--- src/hdl/lbc_pkg.sv ---
package lbc_pkg;

  localparam int unsigned CH_W      = 8;
  localparam int unsigned CH_N      = 3;
  localparam int unsigned PIX_W     = CH_W * CH_N;
  localparam int unsigned OPA_W     = 7;
  localparam int unsigned MODE_W    = 3;
  localparam int unsigned SETTING_W = OPA_W + MODE_W + 1;
  // a*(100-o) + m*o stays at or below 25500
  localparam int unsigned PROD_W    = 15;
  localparam int unsigned DIV_MUL_W = 13;
  localparam int unsigned DIV_P_W   = PROD_W + DIV_MUL_W;

  localparam logic [OPA_W-1:0] OPA_FULL = 7'd100;

  // floor(x/100) == (x*5243) >> 19 for every x below 43690
  localparam logic [DIV_MUL_W-1:0] DIV100_MUL   = 13'd5243;
  localparam int unsigned          DIV100_SHIFT = 19;

  localparam logic [MODE_W-1:0] MODE_NORMAL     = 3'd0;
  localparam logic [MODE_W-1:0] MODE_DARKEN     = 3'd1;
  localparam logic [MODE_W-1:0] MODE_LIGHTEN    = 3'd2;
  localparam logic [MODE_W-1:0] MODE_DIFFERENCE = 3'd3;
  localparam logic [MODE_W-1:0] MODE_NEGATE     = 3'd4;

  typedef logic [CH_W-1:0]   chan_t;
  typedef logic [PIX_W-1:0]  pix_t;
  typedef logic [PROD_W-1:0] prod_t;

  typedef struct packed {
    logic              enable;
    logic [MODE_W-1:0] mode;
    logic [OPA_W-1:0]  opacity;
  } setting_t;

  localparam setting_t SETTING_RESET = 11'd100;

  function automatic logic [OPA_W-1:0] clamp_opacity(input logic [OPA_W-1:0] o);
    return (o > OPA_FULL) ? OPA_FULL : o;
  endfunction

  // weighted sum for normal and darken
  function automatic prod_t mix_product(input chan_t a, input chan_t c,
                                        input logic [MODE_W-1:0] mode,
                                        input logic [OPA_W-1:0] o);
    chan_t m;
    prod_t pa;
    prod_t pm;
    m  = ((mode == MODE_DARKEN) && (a < c)) ? a : c;
    pa = PROD_W'(a) * PROD_W'(OPA_FULL - o);
    pm = PROD_W'(m) * PROD_W'(o);
    return pa + pm;
  endfunction

  function automatic prod_t scale_product(input chan_t c, input logic [OPA_W-1:0] o);
    return PROD_W'(c) * PROD_W'(o);
  endfunction

  function automatic chan_t div100(input prod_t x);
    logic [DIV_P_W-1:0] p;
    p = DIV_P_W'(x) * DIV_P_W'(DIV100_MUL);
    return p[DIV100_SHIFT +: CH_W];
  endfunction

  function automatic chan_t apply_mode(input chan_t a, input setting_t set,
                                       input prod_t prod_n, input prod_t prod_s);
    chan_t qn;
    chan_t qs;
    chan_t r;
    qn = div100(prod_n);
    qs = div100(prod_s);
    unique case (set.mode)
      MODE_NORMAL,
      MODE_DARKEN:     r = qn;
      MODE_LIGHTEN:    r = (a > qs) ? a : qs;
      MODE_DIFFERENCE: r = (a > qs) ? (a - qs) : (qs - a);
      MODE_NEGATE:     r = a ^ qs;
      default:         r = a;
    endcase
    return set.enable ? r : a;
  endfunction

endpackage

--- src/hdl/lbc_layer_stage.sv ---
module lbc_layer_stage #(
  parameter int unsigned LAYER_COUNT = 5,
  parameter int unsigned LAYER_IDX   = 0
) (
  input  logic                                   clk_i,
  input  logic                                   rst_ni,
  input  lbc_pkg::setting_t                      setting_i,
  input  logic                                   in_valid_i,
  output logic                                   in_ready_o,
  input  lbc_pkg::pix_t                          in_pix_i,
  input  lbc_pkg::pix_t [LAYER_COUNT-1:0]        in_layers_i,
  output logic                                   out_valid_o,
  input  logic                                   out_ready_i,
  output lbc_pkg::pix_t                          out_pix_o,
  output lbc_pkg::pix_t [LAYER_COUNT-1:0]        out_layers_o
);
  import lbc_pkg::*;

  // first register: per-channel products
  logic                         a_valid_q;
  setting_t                     a_set_q;
  pix_t                         a_pix_q;
  pix_t     [LAYER_COUNT-1:0]   a_layers_q;
  prod_t    [CH_N-1:0]          a_prod_n_q, a_prod_n_d;
  prod_t    [CH_N-1:0]          a_prod_s_q, a_prod_s_d;
  logic     [OPA_W-1:0]         opa;

  // second register: divided and blended pixel
  logic                         b_valid_q;
  pix_t                         b_pix_q, b_pix_d;
  pix_t     [LAYER_COUNT-1:0]   b_layers_q;

  logic a_ready;
  logic b_ready;

  assign b_ready    = !b_valid_q || out_ready_i;
  assign a_ready    = !a_valid_q || b_ready;
  assign in_ready_o = a_ready;

  assign opa = clamp_opacity(setting_i.opacity);

  always_comb begin
    for (int ch = 0; ch < CH_N; ch++) begin
      a_prod_n_d[ch] = mix_product(in_pix_i[ch*CH_W +: CH_W],
                                   in_layers_i[LAYER_IDX][ch*CH_W +: CH_W],
                                   setting_i.mode, opa);
      a_prod_s_d[ch] = scale_product(in_layers_i[LAYER_IDX][ch*CH_W +: CH_W], opa);
    end
  end

  always_comb begin
    for (int ch = 0; ch < CH_N; ch++) begin
      b_pix_d[ch*CH_W +: CH_W] = apply_mode(a_pix_q[ch*CH_W +: CH_W], a_set_q,
                                            a_prod_n_q[ch], a_prod_s_q[ch]);
    end
  end

  always_ff @(posedge clk_i or negedge rst_ni) begin
    if (!rst_ni) begin
      a_valid_q <= 1'b0;
      b_valid_q <= 1'b0;
    end else begin
      if (a_ready) begin
        a_valid_q <= in_valid_i;
      end
      if (b_ready) begin
        b_valid_q <= a_valid_q;
      end
    end
  end

  always_ff @(posedge clk_i) begin
    if (in_valid_i && a_ready) begin
      a_set_q    <= setting_i;
      a_pix_q    <= in_pix_i;
      a_layers_q <= in_layers_i;
      a_prod_n_q <= a_prod_n_d;
      a_prod_s_q <= a_prod_s_d;
    end
    if (a_valid_q && b_ready) begin
      b_pix_q    <= b_pix_d;
      b_layers_q <= a_layers_q;
    end
  end

  assign out_valid_o  = b_valid_q;
  assign out_pix_o    = b_pix_q;
  assign out_layers_o = b_layers_q;

endmodule

--- config.mk ---
export PLATFORM = sky130hd
export DESIGN_NAME = lbc_layer_stage
export DESIGN_NICKNAME = d
export VERILOG_FILES = /design/src/hdl/lbc_pkg.sv /design/src/hdl/lbc_layer_stage.sv
export SDC_FILE = /design/constraint.sdc
export NUM_CORES = 2
export LEC_CHECK = 0
export BUFFER_PORTS_ARGS = -buffer_cell sky130_fd_sc_hd__buf_2
export CORE_ASPECT_RATIO = 0.75
export CORE_MARGIN = 4
export CORE_UTILIZATION = 55
export DETAILED_ROUTE_END_ITERATION = 16
export PLACE_DENSITY_LB_ADDON = 0.2
export RECOVER_POWER = 100
export REMOVE_ABC_BUFFERS = 1
export SLEW_MARGIN = 40
export SYNTH_ARGS = -nofsm -noshare
export SYNTH_HDL_FRONTEND = slang
export SYNTH_SLANG_ARGS = --single-unit
--- constraint.sdc ---
create_clock -name clk_i -period 11 [get_ports clk_i]
set_input_delay 2.75 -clock clk_i [delete_from_list [all_inputs] [get_ports clk_i]]
set_output_delay 2.75 -clock clk_i [all_outputs]
set_load 0.01 [all_outputs]
# Yosys cells after proc, flatten, opt, wreduce, memory -nomap -nowiden
# Index checks and enable logic that the tools add are counted.
# totals
out_inout_bits	146
in_bits	159
register_bits	384
word_cells	89
# op_classes
order_cmp	7
multipliers	15
addsub	10
reduce_logical	11
muxes	16
n_eq_ne	5
bitwise_logic	3
# ops
op	n
multiplier 15 x 13 -> 27 bit, second input constant	6
two-way mux 8 bit	12
case mux 8 bit (4 select lines)	3
multiplier 8 x 7 -> 15 bit	6
subtractor 8 bit	6
adder 15 bit	3
multiplier 8 x 15 -> 15 bit	2
greater-than comparator 8 bit	3
less-than comparator 8 bit	3
bitwise XOR 8 bit	3
multiplier 9 x 8 -> 15 bit	1
subtractor 7 x 7 -> 8 bit, first input constant	1
greater-than comparator 7 bit, second input constant	1
two-way mux 7 bit	1
== test 3 x 1 -> 1 bit, second input constant	2
== test 3 x 2 -> 1 bit, second input constant	2
logical AND 1 bit	5
== test 3 bit, second input constant	1
logical NOT 3 bit	1
logical NOT 1 bit	2
logical OR 1 bit	2
OR reduction 2 bit	1

# Logic depth before layout (Yosys ltp)
# depth
depth_word	5
ltp_mapped	33
depth_no_buf	31

# Worst setup path before layout
# Ideal clock, no wire load.
# synth_timing
path_kind	input to register
start	input port setting_i[0] (netlist name)
end	register a_prod_n_q[13] (netlist name) (data pin)
cell_stages	32
setup_ns	0.135
arrival_ns	9.857
required_ns	10.865
n_path_buf	3
slack_ns	1.009
path_cell_list	o21ai_0 a21oi_1 nor2b_1 clkbuf_1 clkbuf_1 inv_1 ha_1 inv_1 a21oi_1 xnor2_1 clkbuf_1 and2_1 fa_1 inv_1 fa_1 fa_1 inv_1 fa_1 inv_1 fa_1 fa_1 inv_1 ha_1 nor2b_1 o21ai_0 a21boi_0 o21ai_0 a21boi_0 o21ai_0 a21boi_0 or4_1 nand3_1
# synth_rtl
item	line_no	text
from (decl)	lbc_layer_stage.sv:7	input lbc_pkg::setting_t setting_i,
to (signal assigned)	lbc_layer_stage.sv:77	a_prod_n_q <= a_prod_n_d;
to (decl)	lbc_layer_stage.sv:24	prod_t [CH_N-1:0] a_prod_n_q, a_prod_n_d;

==> flow_summary_export.csv <==
group,metric,value,unit
detailed_routing,drc,0,
placed_design,gp_congestion,0.913,
sta,grt_setup_unrepaired,"false",
floorplanning,rows,100,
sta,max_freq,97.6,MHz
cts,cts_root_buffer,"sky130_fd_sc_hd__clkbuf_16",
global_routing,global_route.overflow_total,0,
detailed_routing,total_number_of_vias,36900,
cts,tritoncts,"built",
detailed_routing,wl_per_cell,19.0,µm
floorplanning,die-width,375,µm
cells_and_area,finalInstanceArea,59700,µm²
cts,htreeDepth,2,
global_routing,grt_antenna_before_repair,14,
placed_design,dpl_cell_area,58600,µm²
setup_path,critPathArrivalTime,10.57,ns
cts,postCtsResizedCells,0,
detailed_routing,antenna_violating_nets_post_route,0,
global_routing,grt_pass1_wl,214000,µm
cts,clk_latency,0.63,ns
job,max_capacitance_violation_count,7,
synthesis,synth_enable_flop_cells,382,
global_routing,maximum_number_of_pins_on_one_net_before_global_route_repair,132,
setup_path,reg2reg_setup_slack,1.05,ns
cells_and_area,finish.net_count,7486,
setup_path,endpoint_kind,"register",
cts,clock_sinks,384,
global_routing,grt.total_usage,0.256,
setup_path,cpMaxStageDelayCell,"sky130_fd_sc_hd__clkbuf_1",
cts,worst_setup_hold_path_clk_slew,0.06,ns
cts,ctsHoldBuffers,0,
status,status,"complete, but fails checks",
sta,worst_slew_pin_slew,7.25,ns
placed_design,total_half_perimeter_wirelength_after_legalization_and_detailed_placement,109000,µm
min_path,hold_path.class,"register to register",
sta,slew_headroom,-3.83,
floorplanning,io_pins,305,
global_routing,grt_pass1_vias,38400,
cts,number_of_post_cts_setup_repair_buffers,0,
setup_path,stages_on_the_worst_setup_path,27,
setup_path,cp_delay_by_family_top,"adder cells",
setup_path,crit_top_cell,"sky130_fd_sc_hd__fa_1",
sta,timing.final.hold_violations,0,
setup_path,crit-reg2reg-launch,"a_prod_s_q[34]$_DFFE_PP_",
setup_path,worstSetupPathType,"primary input to register",
sta,fin_skew,0.0513,ns
sta,finalSetupViolations,0,
floorplanning,design.die.area,106000,µm²
synthesis,post_synth_num_cell_types,86,
detailed_routing,drt_iter0_drc,2637,
setup_path,timing.rr.end,"out_pix_o[23]$_DFFE_PP_",
setup_path,critical_path_buf_inv_count,5,
setup_path,crit_path_max_fanout,53,
sta,fin_max_slew_vios,389,
cts,cts-buffers-inserted,44,
min_path,holdPathEnd,"out_layers_o[20]$_DFFE_PP_",
floorplanning,initial_utilization,0.557,
synthesis,synth-warning-count,0,
setup_path,worstSetupStartpointType,"primary input",
detailed_routing,wirelength,132000,µm
setup_path,worst-r2r-cell-count,26,
synthesis,async_reset_ff_frac,0.00521,
cells_and_area,layout.filler_cells,8496,
synthesis,syn-cell-area,55400,µm²
sta,worst_hold_slack,0.412,ns
sta,min_period_over_period,0.931,
synthesis,synth.avg_cell_area,10.4,µm²
cells_and_area,area_growth,7.69,%
setup_path,critical-path-max-stage-delay,0.74,ns
floorplanning,design.core.area,99600,µm²
placed_design,io_buffer_count,304,
synthesis,synthCells,5328,
min_path,whs_path_depth,0,
min_path,worstHoldStart,"a_layers_q[20]$_DFFE_PP_",
detailed_routing,first_pass_iters,7,
sta,post-route-min-period,10.24,ns
cts,cts-root-to-sink-buffers,3,
cells_and_area,post-route-util,0.599,
setup_path,worst-endpoint-required,11.33,ns
floorplanning,die_span_in_y,283,µm
detailed_routing,number_of_vias_per_cell_after_detailed_routing,5.29,
synthesis,sequential_share_of_the_synthesized_area,0.208,
cells_and_area,post_route_cells_drive_above_1_share,0.0523,
synthesis,ys_ff_latch,384,
status,violations_in_the_final_reports,"max-capacitance violations, max-slew violations",
synthesis,ys.flop_type,"sky130_fd_sc_hd__edfxtp_1",
==> worst max-delay path by stage <==
stage | from | endpoint | slack, ns
final | in_pix_i[11] | a_prod_n_q[28]$_DFFE_PP_ | 0.76
after CTS | in_layers_i[9] | a_prod_n_q[28]$_DFFE_PP_ | 1.08
after global placement | in_layers_i[9] | a_prod_n_q[28]$_DFFE_PP_ | 0.67
after floorplan | in_layers_i[1] | a_prod_n_q[13]$_DFFE_PP_ | -1.31
after global routing | in_pix_i[11] | a_prod_n_q[28]$_DFFE_PP_ | 0.24
after detailed placement | in_layers_i[9] | a_prod_n_q[28]$_DFFE_PP_ | 0.48
==> cell usage in the layout (no fill, tap or decap), types with 27 or more instances in the layout <==
cell type	synthesis	final
sky130_fd_sc_hd__inv_1	1394	1394
sky130_fd_sc_hd__ha_1	918	918
sky130_fd_sc_hd__fa_1	789	789
sky130_fd_sc_hd__nand2_1	406	405
sky130_fd_sc_hd__edfxtp_1	382	382
sky130_fd_sc_hd__clkbuf_1	94	206
sky130_fd_sc_hd__and2_1	141	134
sky130_fd_sc_hd__nor2_1	133	133
sky130_fd_sc_hd__mux2i_1	130	129
sky130_fd_sc_hd__xnor2_1	125	123
sky130_fd_sc_hd__a21oi_1	123	122
sky130_fd_sc_hd__buf_2	7	116
sky130_fd_sc_hd__o21ai_0	90	91
sky130_fd_sc_hd__mux2_2	55	48
sky130_fd_sc_hd__a21o_1	45	45
sky130_fd_sc_hd__nor3_1	45	45
sky130_fd_sc_hd__clkbuf_16	0	44
sky130_fd_sc_hd__conb_1	2	34
sky130_fd_sc_hd__buf_4	12	27
==> metrics by stage <==
stage | setup slack, ns | std cells | TNS (ns)
4_1_cts | 1.08 | 6980 | 0
2_1_floorplan | -1.31 | 5225 | -21.58
6_report | 0.758 | 6985 | 0
3_3_place_gp | 0.670 | 6898 | 0
3_5_place_dp | 0.481 | 6899 | 0
5_1_grt | 0.239 | 6982 | 0
==> logic make-up (layout without fill, tap and decap cells) <==
family	count (synthesis)	in the layout	synth area share
adders and majority gates	1707	1707	0.492
buffers and inverters	1530	1825	0.106
and+or+nand+nor	866	866	0.0726
AOI/OAI and AO/OA	490	490	0.0597
DFF	384	384	0.208
muxes	198	198	0.0374
xor gates and xnor gates	151	151	0.0240
other	2	38	0.000135
==> worst reg2reg max path: stages, from the launching register on <==
cell                        delay [ns]
sky130_fd_sc_hd__edfxtp_1         0.57
sky130_fd_sc_hd__inv_1            0.20
sky130_fd_sc_hd__fa_1             0.53
sky130_fd_sc_hd__inv_1            0.05
sky130_fd_sc_hd__ha_1             0.20
sky130_fd_sc_hd__fa_1             0.43
sky130_fd_sc_hd__ha_1             0.32
sky130_fd_sc_hd__inv_1            0.06
sky130_fd_sc_hd__fa_1             0.48
sky130_fd_sc_hd__inv_1            0.04
sky130_fd_sc_hd__ha_1             0.28
sky130_fd_sc_hd__a2111oi_0        0.81
sky130_fd_sc_hd__o221ai_1         0.49
sky130_fd_sc_hd__nand4_1          0.33
sky130_fd_sc_hd__a21oi_1          0.13
sky130_fd_sc_hd__o31ai_1          0.44
sky130_fd_sc_hd__o21bai_1         0.13
sky130_fd_sc_hd__xnor2_1          0.51
sky130_fd_sc_hd__ha_1             0.29
sky130_fd_sc_hd__nand4_1          0.20
sky130_fd_sc_hd__a21o_1           0.27
sky130_fd_sc_hd__a21oi_1          1.36
sky130_fd_sc_hd__mux2_2           0.45
sky130_fd_sc_hd__a31oi_1          0.17
sky130_fd_sc_hd__xor2_1           0.34
sky130_fd_sc_hd__o221ai_1         0.18
sky130_fd_sc_hd__o32a_1           0.42
==> layer usage <==
| layer | up-vias | wire, µm | global-route usage | part of all wire |
|---|---|---|---|---|
| met1 | 18100 | 63600 | 0.397 | 0.48 |
| met5 | - | 26 | 0 | 0.00020 |
| li1 | 17500 | - | - | - |
| met3 | 126 | 12500 | 0.0696 | 0.094 |
| met4 | 4 | 2320 | 0.0442 | 0.018 |
| met2 | 1126 | 54000 | 0.362 | 0.41 |
==> state kept, by name, indices dropped and copies added (netlist names) <==
| register | cells |
|---|---|
| a_layers_q | 120 |
| out_layers_o | 120 |
| a_prod_n_q | 45 |
| a_prod_s_q | 45 |
| a_pix_q | 24 |
| out_pix_o | 24 |
| a_set_q | 4 |
| a_valid_q | 1 |
| out_valid_o | 1 |
==> final cells by class <==
cell class	count	area (µm²)	area share
multi-input combinational	3446	38200	0.640
sequential	384	11500	0.193
inverter	1395	5240	0.0877
tap	1326	1660	0.0278
timing repair buffer	349	1590	0.0266
clock buffer	47	1110	0.0186
clock inverter	34	365	0.00612
antenna	4	10.0	0.000168
==> synth_stat cells (19+ instances only) <==
cell	number	area [µm²]
sky130_fd_sc_hd__mux2i_1	130	1300
sky130_fd_sc_hd__a21o_1	45	338
sky130_fd_sc_hd__edfxtp_1	382	11500
sky130_fd_sc_hd__nand2b_1	19	119
sky130_fd_sc_hd__and2_1	141	882
sky130_fd_sc_hd__o21a_1	25	188
sky130_fd_sc_hd__clkbuf_1	94	353
sky130_fd_sc_hd__xor2_1	25	219
sky130_fd_sc_hd__ha_1	918	11500
sky130_fd_sc_hd__fa_1	789	15800
sky130_fd_sc_hd__a21oi_1	123	616
sky130_fd_sc_hd__nand2_1	406	1520
sky130_fd_sc_hd__o21ai_0	90	450
sky130_fd_sc_hd__xnor2_1	125	1090
sky130_fd_sc_hd__nor2b_1	22	138
sky130_fd_sc_hd__nor2_1	133	499
sky130_fd_sc_hd__nand3_1	24	120
sky130_fd_sc_hd__inv_1	1394	5230
sky130_fd_sc_hd__mux2_2	55	619
sky130_fd_sc_hd__nand4_1	21	131
sky130_fd_sc_hd__nor3_1	45	225
Power is not shown: default switching activity piles up to over one toggle a cycle in this logic, so the estimate is an artifact.
